===== config.mk =====
export PLATFORM = sky130hd
export DESIGN_NAME = ose_cell
export DESIGN_NICKNAME = d
export VERILOG_FILES = /design/src/ose_pkg.sv /design/src/ose_cell.sv
export SDC_FILE = /design/constraint.sdc
export NUM_CORES = 1
export LEC_CHECK = 0
export ABC_AREA = 1
export BUFFER_PORTS_ARGS = -buffer_cell sky130_fd_sc_hd__buf_2
export CAP_MARGIN = 20
export CORE_ASPECT_RATIO = 0.8
export CORE_MARGIN = 10
export CORE_UTILIZATION = 46
export DETAILED_ROUTE_END_ITERATION = 16
export GPL_TIMING_DRIVEN = 0
export PLACE_DENSITY = 0.78
export SYNTH_ARGS = -nofsm -noshare
export SYNTH_HDL_FRONTEND = slang
export SYNTH_SLANG_ARGS = --single-unit

===== constraint.sdc =====
create_clock -name clk -period 2.6 [get_ports clk]
set_input_delay 0.26 -clock clk [delete_from_list [all_inputs] [get_ports clk]]
set_output_delay 0.26 -clock clk [all_outputs]
set_load 0.1 [all_outputs]

===== src/ose_pkg.sv =====
// types and constants of the ordered set engine
// no dependencies
`timescale 1ns / 1ps

package ose_pkg;

	localparam int ACT_W       = 3;
	localparam int KEY_FIELD_W = 32;
	localparam int IN_DATA_W   = 40;
	localparam int OUT_DATA_W  = 40;

	typedef enum logic [ACT_W-1:0] {
		ACT_INSERT = 3'd0,
		ACT_DELETE = 3'd1,
		ACT_EXISTS = 3'd2,
		ACT_NEXT   = 3'd3,
		ACT_PREV   = 3'd4
	} ose_action_t;

	typedef struct packed {
		logic cmp_en;
		logic ins_en;
		logic del_en;
	} ose_ctrl_t;

	typedef struct packed {
		logic lt;
		logic eq;
	} ose_flags_t;

endpackage


===== src/ose_cell.sv =====
// one storage cell of the sorted key chain: holds a key, compares it with
// the probe and shifts toward either neighbor; depends on ose_pkg
`timescale 1ns / 1ps

module ose_cell #(
	parameter int KEY_BITS = 32
) (
	input  logic                       clk,
	input  ose_pkg::ose_ctrl_t         ctrl,
	input  logic                       occ,
	input  logic signed [KEY_BITS-1:0] probe,
	input  logic signed [KEY_BITS-1:0] left_key,
	input  logic signed [KEY_BITS-1:0] right_key,
	input  logic                       left_lt,
	output logic signed [KEY_BITS-1:0] key,
	output ose_pkg::ose_flags_t        flags
);
	import ose_pkg::*;

	logic signed [KEY_BITS-1:0] key_q;
	ose_flags_t                 flags_q;

	always_ff @(posedge clk) begin
		if (ctrl.cmp_en) begin
			flags_q.lt <= occ && (key_q < probe);
			flags_q.eq <= occ && (key_q == probe);
		end
		if (ctrl.ins_en && !flags_q.lt) begin
			key_q <= left_lt ? probe : left_key;
		end else if (ctrl.del_en && !flags_q.lt) begin
			key_q <= right_key;
		end
	end

	assign key   = key_q;
	assign flags = flags_q;

endmodule


After elaboration in Yosys (flattened, before gate mapping):

Cells that the tools add are included.

* reductions and logical operators: 6
* multiplexer cells: 3
* equal/unequal tests: 1
* $lt $le $gt $ge: 1

Operator list (count)
* 32-bit two-way mux: 3
* 32-bit equality test: 1
* 32-bit less-than comparator: 1
* 1-bit logical AND: 4
* 2-bit nonzero test: 1
* 1-bit logical NOT: 1

* input bits: 102
* bits in registers: 34
* logic and storage cells: 14
* output and inout bits: 34

Longest topological paths before layout:

Gate-level depths: netlist of run 1.

* depth in word-level cells: 4
* depth in mapped cells: 15
* mapped depth without buffers: 15

Worst setup path after synthesis of run 1:

OpenSTA, ideal clock, no wires.

* kind: reg2reg
* start point: register flags_q (netlist bit flags[1])
* end point: register key_q[0], in the netlist key[0] (enable)
* cell stages (with the launch flop): 2
* period minus slack after synthesis: 2.763 ns
* data arrival time: 2.341 ns
* buffers on the path: 0
* setup time: 0.422 ns
* data required time: 2.178 ns
* slack: -0.163 ns
* cells stage by stage: edfxtp_1 > nor2_1

* cells in the longest elaborated chain, start to end: 3
* elaborated cells on any way between the ends: 4
* classes of those cells: 4 x reduce/logical

Ends and longest elaborated chain
* from (decl): line ose_cell.sv:21 `ose_flags_t flags_q;`
* 1-bit logical NOT *: line ose_cell.sv:28, ose_cell.sv:30
* 1-bit logical AND (on tied branches): line ose_cell.sv:28, ose_cell.sv:30
* 2-bit nonzero test (no source line) *
* to (signal assigned): line ose_cell.sv:29 `key_q <= left_lt ? probe : left_key;`
* to (signal assigned): line ose_cell.sv:31 `key_q <= right_key;`
* to (decl): line ose_cell.sv:20 `logic signed [KEY_BITS-1:0] key_q;`

Mark *: on every way between the ends. The rest lies on a longest branch, timed or not.
A chain may end at the register's enable or synchronous reset.

Worst setup path after layout of run 1:

* start point: register key_q[31], in the netlist key[31]
* end point: register flags_q (netlist bit flags[1]) (data pin)

* cells in the longest elaborated chain, start to end: 2

Ends and longest elaborated chain
* 32-bit less-than comparator: line ose_cell.sv:25 `flags_q.lt <= occ && (key_q < probe);`
* 1-bit logical AND: line ose_cell.sv:25

No other way between the ends.

==> impl_results.md, run 1 <==
- Status: finished clean
- Global-route wire length before repair: between 10 and 15 mm
- Syn. warnings: 0
- Crit-path max FO: 3
- # fillers: 508
- Port buffer count: 134
- Initial antenna violation count: 0
- Post-CTS Setup Inserts: 0
- Gr usage total: 17.4%
- Via density: between 4 and 5
- Mapped Avg Cell Area: 8.09 um^2
- Clock skew: 5.95 ps
- Synthesized cell area: 2610 um^2
- Total wire length: 7.95 mm
- Via count: 2598
- Least-Margin Pin Slew: about 510 ps
- Cell count of the worst reg-to-reg path: 8
- Synth Register Bits: 34
- Clk network pwr share: 18.2%
- Post-synthesis mux area share: 0%
- Number of core rows: 24
- Critical Path RT: 2640 ps
- Synth Area in Compound Gates: between 10 and 15%
- Die height: 87.4 um
- Yosys cell types: 27
- Full die area: around 9100 um^2
- ANT nets after route: 0
- Average wire per cell in the routed design: 14.7 um
- Hold Buf Count CTS: 0
- Post-Synth Adder-Cell Area: 15.3%
- Clock Latency Late Sink: around 280 ps
- Grt total ovfl: 0
- Multi-input logic area: 1380 um^2
- Fmax achieved: 568 MHz
- RSZ-0062 raised after global routing: false
- Leakage dissipation: 0.00183 uW
- Pwr/cell area: 575 nW/um^2
- CTS tree: built
- Starting Density: 47.8%
- Synth Net Count: about 460
- Vias in the first global route: 2677
- Critical Path AT: 1800 ps
- Cells after Synth: 323
- Clock tree sinks: 34
- Critical path cell sequence: ha_1, nand2_1, nor2_2, nand2_2, nor4_4, nand2_1, a21oi_1, nor2_1
- Core area: 5470 um^2
- CTS buffer count: 5
- Seq/Total Area, Yosys: 39.1%
- First-pass iteration count of the detailed router: 4
- # H-tree levels: 2
- Clock Tree Buf Depth: 2
- Setup TNS: 0 ps
- Synthesis-to-layout area growth: 33.5%
- Post-CTS Resized: 0
- Non-Filler Instances: 542
- Switch share: 45.4%
- Final Cycle Share: 67.7%
- Inst Count DP: 536
- Sw power: around 900 uW
- Layout cells sized above 1: 36.4%
- Hold depth: 1
- Diode count: 0
- Int Pwr: 1100 uW
- CP endpoint kind: register
- 1st-iter DRT viols: 91
- Crit Path Class: register to register
- Setup Viol. Count Final: 0
- Final hold vios: 0
- Crit path largest cell delay: 400 ps
- Most common cell after layout, fill and taps aside: buf_2
- Critical Path Slowest Stage Cell: edfxtp_1
- Post-DP HPWL: about 6.7 mm
- Root Buffer: clkbuf_8
- Relative slew margins: 66.3%
- Logic pwr share: 46.1%
- Max Cap Violations: 0
- Final GP Congestion: ~0.83
- I/O Pins: 136
- Crit path top cell by count: nand2_1
- Main combinational cell family by area after synthesis: simple AND/OR/NAND/NOR gates
- Final slew viol count: 0
- Reg power frac: 35.7%
- Fin crit period: 1760 ps
- Startpoint types: register
- Clock Pin Slew Worst Setup and Hold Paths: 70 ps
- Peak VDD IR: around 0.36 mV
- Most frequent cells in the layout: buf_2 (145), nand2_1 (93), nor2_1 (40)
- Sequential Area: a little over 1000 um^2
- Die width: 104 um
- Synth Area in Simple Gates: 24.8%
- Post-synthesis xor/xnor area fraction: 0%
- Hold Path Class: input port to register
- Largest net degree at the start of global routing: 24
- Nets: 599
- DRC viols: 0
## sequential cells by signal, summed over array words and instances (netlist names)
| register | cells |
|---|---|
| key | 32 |
| flags | 2 |
## worst paths after layout
check / startpoint / endpoint / slack (ps)
max reg2reg: key[31]$_DFFE_PP_ / flags[1]$_DFFE_PP_ / 840
max: key[31]$_DFFE_PP_ / flags[1]$_DFFE_PP_ / 840
min reg2reg: flags[1]$_DFFE_PP_ / key[1]$_DFFE_PP_ / 780
min: ctrl[2] / flags[1]$_DFFE_PP_ / 190
## power groups by stage
stage / Sequential (uW) / Combinational, uW / Clock [uW]
2_1_floorplan: 1130 / 294 / 0
4_1_cts: 717 / 933 / 378
3_3_place_gp: 725 / 904 / 0
5_1_grt: 724 / 999 / 401
6_report: 716 / 925 / 366
3_5_place_dp: 729 / 930 / 0
## layer usage
| layer | up-vias | global-route usage, % | part of all wire [%] |
|---|---|---|---|
| met5 | - | 0 | 0 |
| li1 | 1361 | - | - |
| met1 | 1125 | 21.3 | 45 |
| met4 | 0 | 5.42 | 1.5 |
| met2 | 102 | 29.3 | 47 |
| met3 | 10 | 4.81 | 6.9 |
## Yosys cell counts
| cell type | count | area, um^2 |
|---|---|---|
| nand4_4 | 1 | 21.3 |
| edfxtp_1 | 34 | 1020 |
| nand3_1 | 3 | 15.0 |
| nor4_4 | 1 | 21.3 |
| ha_1 | 32 | 400 |
| a21oi_1 | 13 | 65.1 |
| inv_1 | 38 | 143 |
| nor2_1 | 41 | 154 |
| buf_2 | 11 | 55.1 |
| o21ai_0 | 2 | 10.0 |
| o21a_2 | 1 | 8.76 |
| o21a_1 | 1 | 7.51 |
| nand2_1 | 93 | 349 |
| nand2_2 | 3 | 18.8 |
| nor2_4 | 1 | 11.3 |
| a21o_1 | 1 | 7.51 |
| nand4_1 | 1 | 6.26 |
| nor2_2 | 1 | 6.26 |
| a21oi_4 | 1 | 16.3 |
| nor3_2 | 1 | 10.0 |
| nand2_4 | 2 | 22.5 |
| inv_2 | 4 | 15.0 |
| a31oi_1 | 32 | 200 |
| and3_1 | 1 | 6.26 |
| clkbuf_1 | 2 | 7.51 |
| nor3_1 | 1 | 5.00 |
| a21oi_2 | 1 | 8.76 |
## logic make-up after synthesis
family                     Yosys count
AOI/OAI and AO/OA                   52
adders and majority gates           32
buffers and inverters               55
DFF                                 34
and+or+nand+nor                    150
## metrics by stage
step,cell area [um^2],hold WS (ps),util (%),total power [uW],worst slack (ps)
floorplan,2620,372,-,1430,361
global placement,3380,484,61.9,1630,393
detailed placement,3420,484,62.5,1660,837
CTS,3490,185,63.8,2030,825
global route,3490,180,63.8,2120,711
finish,3490,195,63.8,2010,841
## area by class of cell
| cell class | instances | share of cell area [%] |
|---|---|---|
| Buffer | 13 | 1.79 |
| Clock buffer | 5 | 1.97 |
| Clock inverter | 1 | 0.108 |
| Inverter | 42 | 4.52 |
| Multi-Input combinational cell | 234 | 39.5 |
| Sequential cell | 34 | 29.3 |
| Tap cell | 78 | 2.80 |
| Timing Repair Buffer | 135 | 20.0 |
## worst max-delay path: cells and delay by family (launching register included)
family | cells | cell delay (ps)
AO/OA/AOI/OAI | 1 | 140
adder cells (fa/ha/maj) | 1 | 330
flip-flops | 1 | 400
AND/OR/NAND/NOR | 6 | 650
Note: power is estimated with default switching activity, not from simulation.
==> inputs of run 2 (changes only) <==
--- a/config.mk
+++ b/config.mk
@@ -10,10 +10,10 @@
 export CAP_MARGIN = 20
 export CORE_ASPECT_RATIO = 0.8
 export CORE_MARGIN = 10
-export CORE_UTILIZATION = 46
+export CORE_UTILIZATION = 42
 export DETAILED_ROUTE_END_ITERATION = 16
 export GPL_TIMING_DRIVEN = 0
-export PLACE_DENSITY = 0.78
+export PLACE_DENSITY = 0.75
 export SYNTH_ARGS = -nofsm -noshare
 export SYNTH_HDL_FRONTEND = slang
 export SYNTH_SLANG_ARGS = --single-unit
==> constraint.sdc (replaced) <==
create_clock -name clk -period 1.6 [get_ports clk]
set_input_delay 0.16 -clock clk [delete_from_list [all_inputs] [get_ports clk]]
set_output_delay 0.16 -clock clk [all_outputs]
set_load 0.1 [all_outputs]
==> run 2 against run 1 <==
  * The flow now finishes with violations (negative setup slack)
  * Cell count grew 0.92%
  * Largest power group unchanged
  * Sequential power increased by 63%
  * Setup slack got worse by 950 ps
  * Fmax grew 3.0%
  * Utilization decreased by 3.8 points
  * Die area grew 7.5%
  * Critical endpoint unchanged
  * Power is 67% higher
  * Combinational power up 66%
  * Register-to-register slack got worse by 950 ps
  * Critical path depth unchanged
  * Highest routed layer unchanged
==> impl_results.md, run 2 (same netlist as run 1, synthesis figures left out) <==
- Status: finished, violations left
- Failing checks: negative setup slack
- Critical R2R Launch: key[31]$_DFFE_PP_
- Clock Latency Late Sink: 290 ps (about the same)
- Vias in the first global route: 2629 (-1.8%)
- Layout cells sized above 1: 38.0% (+1.6 points)
- Hold depth: 1 (unchanged)
- Least-Margin Pin Slew: 545 ps (+36.4 ps)
- Clock tree sinks: 34 (unchanged)
- Total wire length: 8.30 mm (+4.5%)
- Max Cap Violations: 0 (unchanged)
- CTS tree: built
- Diode count: 0 (unchanged)
- Clock skew: 3.65 ps (-2.30 ps)
- DP Area: 3480 um^2 (+2.0%)
- CP endpoint kind: register
- Die height: 90.5 um (+3.6%)
- Startpoint types: register
- # H-tree levels: 2 (unchanged)
- Most common cell after layout, fill and taps aside: buf_2
- Post-CTS Setup Inserts: 0 (unchanged)
- Hold Path Class: input port to register
- Critical Path AT: 1760 ps (-40 ps)
- Via count: 2636 (+1.5%)
- Initial antenna violation count: 0 (unchanged)
- Full die area: 9790 um^2 (+7.5%)
- Relative slew margins: 63.6% (-2.7 points)
- Final instance area: 3590 um^2 (+2.9%)
- Final Cycle Share: 107% (+39 points)
- Die width: 108 um (+3.8%)
- Non-Filler Instances: 547 (+0.92%)
- Place WS: -111 ps (-948 ps)
- Worst hold endpoint: flags[1]$_DFFE_PP_
- FF-to-FF End: flags[1]$_DFFE_PP_
- Clock Tree Buf Depth: 2 (unchanged)
- Nets: 599 (unchanged)
- First-pass iteration count of the detailed router: 4 (unchanged)
- Number of core rows: 25 (+4.2%)
- 1st-iter DRT viols: 99 (+8.8%)
- Average wire per cell in the routed design: 15.2 um (+3.5%)
- Setup Viol. Count Final: 1 (+1)
- Max FFs per register: 32 (unchanged)
- Synthesis-to-layout area growth: 37.4%
- Most frequent cells in the layout: buf_2 (139), nand2_1 (92), nor2_1 (39)
- Final WS setup: -108 ps (-948 ps)
- Port buffer count: 134 (unchanged)
- Clock Pin Slew Worst Setup and Hold Paths: 70 ps (about the same)
- Worst hold path startpoint: ctrl[2]
- Leakage dissipation: 0.00185 uW (+0.66%)
- Root Buffer: clkbuf_8
- Grt total ovfl: 0 (unchanged)
- Via density: 4.82 (+0.54%)
- Post-DP HPWL: 6.73 mm (+1.0%)
- Core area: 5970 um^2 (+9.3%)
- RSZ-0062 raised after global routing: true
- Peak VDD IR: 0.558 mV (+56%)
- Pwr/cell area: 932 nW/um^2 (+62%)
- Final hold vios: 0 (unchanged)
- Largest net degree at the start of global routing: 17 (-29%)
- Starting Density: 43.7% (-4.1 points)
- Critical Path RT: 1650 ps (-990 ps)
- DRC viols: 0 (unchanged)
- I/O Pins: 136 (unchanged)
- Final GP Congestion: 0.800 (-4.1%)
- Hold Buf Count CTS: 0 (unchanged)
- Cell count of the worst reg-to-reg path: 8 (unchanged)
- Crit Path Class: register to register
- Crit-path max FO: 3 (unchanged)
- ANT nets after route: 0 (unchanged)
- Fin crit period: 1710 ps (-51.6 ps)
- Final slew viol count: 0 (unchanged)
- Global-route wire length before repair: 13.0 mm (+1.1%)
- CTS buffer count: 5 (unchanged)
- Inst Count DP: 538 (+0.37%)
- FF-to-FF setup slack: -110 ps (-950 ps)
- Fmax achieved: 586 MHz (+3.0%)
- Gr usage total: 16.4% (-1.0 points)
-- run 2: cell types whose count changed in the layout (fill, tap and decap cells not counted), moves of 2 or more --
cell   previous run  this run
ha_1             32        27
buf_6             0         4
buf_4             0         2
ha_4              0         5
buf_2           145       139
-- run 2: worst max path at each step --
| stage | startpoint | to | cells past startpoint |
|---|---|---|---|
| after global routing | key[15]$_DFFE_PP_ | flags[1]$_DFFE_PP_ | 8 |
| after CTS | key[31]$_DFFE_PP_ | flags[1]$_DFFE_PP_ | 8 |
| after detailed placement | key[31]$_DFFE_PP_ | flags[1]$_DFFE_PP_ | 8 |
| after floorplan | key[5]$_DFFE_PP_ | flags[1]$_DFFE_PP_ | 11 |
| final | key[31]$_DFFE_PP_ | flags[1]$_DFFE_PP_ | 8 |
| after global placement | key[31]$_DFFE_PP_ | flags[1]$_DFFE_PP_ | 8 |
-- run 2: cell type report --
cell class	count	area, um^2
Buffer	13	92.6
Clock buffer	6	72.6
Clock inverter	2	8.76
Fill cell	566	2390
Inverter	42	158
Multi-Input combinational cell	235	1460
Sequential cell	34	1020
Tap cell	81	101
Timing Repair Buffer	134	671
-- run 2: timing repair --
item | in CTS | in global routing
endpoints found under the setup margin | 33 | 2
gates cloned | 1 | 0
hold endpoints to repair | 0 | 0
pin swaps | 0 | 1
gates resized for setup | 2 | 2
-- run 2: report_power, final --
group | internal [uW] | leakage (uW) | switching, uW | total [uW]
logic | 406 | 0.00148 | 1140 | 1540
clock network | 300 | 0.0000426 | 327 | 627
registers | 1110 | 0.000328 | 60.9 | 1170
-- run 2: worst max-delay path, stage by stage, from the launching register on --
cell and delay [ps]:
edfxtp_1 430, ha_4 300, nand2_2 60, nor2_2 110, nand2_2 90, nor4_4 170, nand2_1 110, a21oi_1 130
nor2_1 60
-- run 2: layer usage --
metal	global-route usage [%]	wire length (um)	vias up
met5	0	0	-
met4	5.11	134	0
met3	5.42	762	11
met2	26.9	3910	99
met1	19.6	3500	1156
li1	-	-	1370
-- run 2: metrics by stage --
step	power, uW	TNS [ps]	util [%]	hold WS [ps]
floorplan	2360	-14040	-	272
global placement	2700	-2260	58.3	394
detailed placement	2730	-2820	58.3	395
CTS	3380	-115	59.9	94.3
global route	3530	-257	60.1	83.2
finish	3350	-108	60.1	95.2
==> inputs of run 3 (changes only) <==
--- a/config.mk
+++ b/config.mk
@@ -5,15 +5,14 @@
 export SDC_FILE = /design/constraint.sdc
 export NUM_CORES = 1
 export LEC_CHECK = 0
-export ABC_AREA = 1
 export BUFFER_PORTS_ARGS = -buffer_cell sky130_fd_sc_hd__buf_2
 export CAP_MARGIN = 20
 export CORE_ASPECT_RATIO = 0.8
 export CORE_MARGIN = 10
-export CORE_UTILIZATION = 42
+export CORE_UTILIZATION = 41
 export DETAILED_ROUTE_END_ITERATION = 16
 export GPL_TIMING_DRIVEN = 0
-export PLACE_DENSITY = 0.75
+export PLACE_DENSITY = 0.74
 export SYNTH_ARGS = -nofsm -noshare
 export SYNTH_HDL_FRONTEND = slang
 export SYNTH_SLANG_ARGS = --single-unit
==> run 3 against run 2 <==
  * Largest power group unchanged
  * The flow still finishes with violations (negative setup slack)
  * Area after synthesis down 3.2%
  * Setup slack got worse by 110 ps
  * Critical path type unchanged
  * Highest routed layer unchanged
  * Critical path depth is 2 lower
  * Flip-flop and latch count unchanged
  * Sequential share of layout area decreased by 0.069 points
==> impl_results.md, run 3 <==
- Global-route wire length before repair: 12.4 mm (-4.1%)
- Ranking of synthesized cells by area: edfxtp_1 (40%), ha_1 (16%), mux2i_1 (13%)
- Layout cells sized above 1: 42.3% (+4.3 points)
- Synth Register Bits: 34 (unchanged)
- Vias in the first global route: 2579 (-1.9%)
- Max Cap Violations: 0 (unchanged)
- Least-Margin Pin Slew: 512 ps (-33.1 ps)
- Post-synth EDFFs: 34 (unchanged)
- Clk network pwr share: 18.7% (about the same)
- Final GP Congestion: 0.802 (+0.20%)
- Via density: 4.82 (about the same)
- Cell count of the worst reg-to-reg path: 6 (-2)
- Root Buffer: clkbuf_8
- Commonest cells post-synth: nand2_1 (40), edfxtp_1 (34), inv_1 (34), mux2i_1 (33), ha_1 (32)
- Leakage dissipation: 0.00186 uW (+0.77%)
- Core area: 5940 um^2 (-0.52%)
- Clock Tree Buf Depth: 2 (unchanged)
- Final Cycle Share: 114% (+6.9 points)
- FF-to-FF End: flags[1]$_DFFE_PP_
- Crit-path max FO: 3 (unchanged)
- Post-DP HPWL: 6.48 mm (-3.8%)
- Fmax achieved: 550 MHz (-6.1%)
- Most frequent cells in the layout: buf_2 (137), nand2_1 (39), inv_1 (34), edfxtp_1 (34), mux2i_1 (33)
- Setup Viol. Count Final: 2 (+1)
- Most frequent cell after synthesis: nand2_1
- Final WS setup: -218 ps (-110 ps)
- Largest net degree at the start of global routing: 17 (unchanged)
- Critical R2R Launch: key[11]$_DFFE_PP_
- I/O Pins: 136 (unchanged)
- Gr usage total: 15.9% (-0.47 points)
- Failing checks: negative setup slack
- Grt total ovfl: 0 (unchanged)
- Max FFs per register: 32 (unchanged)
- First-pass iteration count of the detailed router: 4 (unchanged)
- CP endpoint kind: register
- Share of Yosys cell area claimed by the top area cell type: 40.4% (+1.3 points)
- 1st-iter DRT viols: 56 (-43%)
- Reg power frac: 35.6% (+0.5 points)
- Clock skew: 6.64 ps (+2.99 ps)
- Die width: 108 um (-0.32%)
- Crit Path Class: register to register
- Fin crit period: 1820 ps (+110 ps)
- Total wire length: 7.87 mm (-5.2%)
- Worst hold path startpoint: ctrl[2]
- Int Pwr: 1830 uW (+0.56%)
- ANT nets after route: 0 (unchanged)
- Switch share: 44.6% (-1.0 points)
- Nets: 542 (-9.5%)
- Average wire per cell in the routed design: 16.1 um (+5.8%)
- Synth Net Count: 396 (-13%)
- Status: finished, violations left
- Synthesized cell area: 2530 um^2 (-3.2%)
- Critical Path AT: 1850 ps (+90 ps)
- Peak VDD IR: 0.598 mV (+7.1%)
- Seq/Total Area, Yosys: 40.4% (+1.3 points)
- Clock Pin Slew Worst Setup and Hold Paths: 70 ps (about the same)
- CTS buffer count: 5 (unchanged)
- Top FF cell, synth: edfxtp_1
- Startpoint types: register
- Mapped Avg Cell Area: 9.66 um^2 (+19%)
- Place WS: -245 ps (-134 ps)
- Initial antenna violation count: 0 (unchanged)
- Relative slew margins: 66.1% (+2.5 points)
- Worst hold endpoint: flags[1]$_DFFE_PP_
- Cells after Synth: 262 (-19%)
- Clock Latency Late Sink: 280 ps (about the same)
- Critical Path RT: 1640 ps (about the same)
- Synthesis-to-layout area growth: 42.2%
- Full die area: 9730 um^2 (-0.63%)
- DRC viols: 0 (unchanged)
- Multi-input logic area: 1480 um^2 (+0.86%)
- RSZ-0062 raised after global routing: true
- DP Area: 3450 um^2 (-1.1%)
- Sequential Area: 1020 um^2 (unchanged)
- Final hold vios: 0 (unchanged)
- Final instance area: 3600 um^2 (+0.24%)
- Starting Density: 42.6% (-1.2 points)
- Sw power: 1470 uW (-3.5%)
- Syn. warnings: 0 (unchanged)
- CTS tree: built
- Yosys cell types: 24 (-11%)
- # H-tree levels: 2 (unchanged)
- Most common cell after layout, fill and taps aside: buf_2
- Via count: 2363 (-10%)
- # fillers: 539 (-4.8%)
- Number of core rows: 25 (unchanged)
- Port buffer count: 134 (unchanged)
- Synth area leader: edfxtp_1
- FF-to-FF setup slack: -220 ps (-110 ps)
- Pwr/cell area: 918 nW/um^2 (-1.6%)
- Final slew viol count: 0 (unchanged)
- Hold depth: 1 (unchanged)
- Die height: 90.3 um (-0.31%)
- FFs w/ async S/R, synth: 0% (unchanged)
- Hold Path Class: input port to register
- Diode count: 0 (unchanged)
- Logic pwr share: 45.7% (-0.5 points)
- Clock tree sinks: 34 (unchanged)
==> run 3: changes by cell type after synthesis, sizes merged, moves of 32 or more <==
cell,before,now
a31oi,32,0
o21ai,2,37
nand2,98,40
mux2i,0,33
nor2,43,4
==> run 3: worst max-delay path by stage <==
stage	cells past startpoint	slack, ps	startpoint	to
6_report	6	-220	key[11]$_DFFE_PP_	flags[1]$_DFFE_PP_
5_1_grt	6	-370	key[10]$_DFFE_PP_	flags[1]$_DFFE_PP_
4_1_cts	6	-240	key[11]$_DFFE_PP_	flags[1]$_DFFE_PP_
3_5_place_dp	6	-250	key[10]$_DFFE_PP_	flags[1]$_DFFE_PP_
3_3_place_gp	6	-230	key[10]$_DFFE_PP_	flags[1]$_DFFE_PP_
2_1_floorplan	6	-680	key[14]$_DFFE_PP_	flags[1]$_DFFE_PP_
==> run 3: routing by layer <==
metal	part of all wire [%]	vias to the layer above	global-route usage (%)	wire length (um)
met5	0	-	0	0
met4	1.3	0	4.22	103
met3	8.1	7	5.71	636
met2	48	79	27.5	3800
met1	42	1055	18.0	3340
li1	-	1222	-	-
==> run 3: kinds of logic (layout without fill, tap and decap cells) <==
family,count (synthesis),in the layout,share of synthesized area (%)
DFF,34,34,40.4
and+or+nand+nor,59,60,10.6
adders and majority gates,32,32,15.8
buffers and inverters,45,191,6.82
muxes,33,33,13.1
AOI/OAI and AO/OA,59,59,13.4
==> run 3: timing repair <==
| item | 4_1_cts | 5_1_grt |
|---|---|---|
| endpoints found under the hold margin | 0 | 0 |
| gates cloned | 1 | 0 |
| pin swaps | 6 | 3 |
| hold buffers | 0 | 0 |
| endpoints found under the setup margin | 34 | 12 |
| buffers inserted | 2 | 2 |
| gates resized for setup | 1 | 4 |
==> run 3: worst max-delay path, cell delays in order, from the launching register on <==
cell      delay [ps]
edfxtp_1         420
ha_4             300
nand4_1          150
nor4_2           320
a22oi_1          130
a21oi_2          170
mux2i_1           80
==> run 3: final cells by class <==
class | count | area share (%)
Clock inverter | 2 | 0.243
Tap cell | 81 | 2.82
Multi-Input combinational cell | 184 | 41.0
Inverter | 34 | 3.55
Timing Repair Buffer | 138 | 19.5
Buffer | 11 | 2.47
Clock buffer | 6 | 2.02
Sequential cell | 34 | 28.4
==> run 3: through the flow <==
step / hold slack, ps / power, uW / std cells / utilization (%) / setup TNS (ps)
after detailed placement: 388 / 2690 / 477 / 58.0 / -1170
after global routing: 78.1 / 3490 / 490 / 60.5 / -562
after CTS: 86.5 / 3320 / 488 / 59.8 / -447
final: 92.5 / 3300 / 490 / 60.5 / -301
after global placement: 379 / 2660 / 477 / 58.0 / -1070
after floorplan: 272 / 2330 / 262 / - / -18090
==> run 3: power by group through the flow <==
| stage | Combinational (uW) | Clock [uW] | Sequential [uW] |
|---|---|---|---|
| finish | 1510 | 618 | 1170 |
| CTS | 1510 | 641 | 1180 |
| global placement | 1480 | 0 | 1190 |
| floorplan | 459 | 0 | 1870 |
| detailed placement | 1490 | 0 | 1200 |
| global route | 1630 | 674 | 1180 |
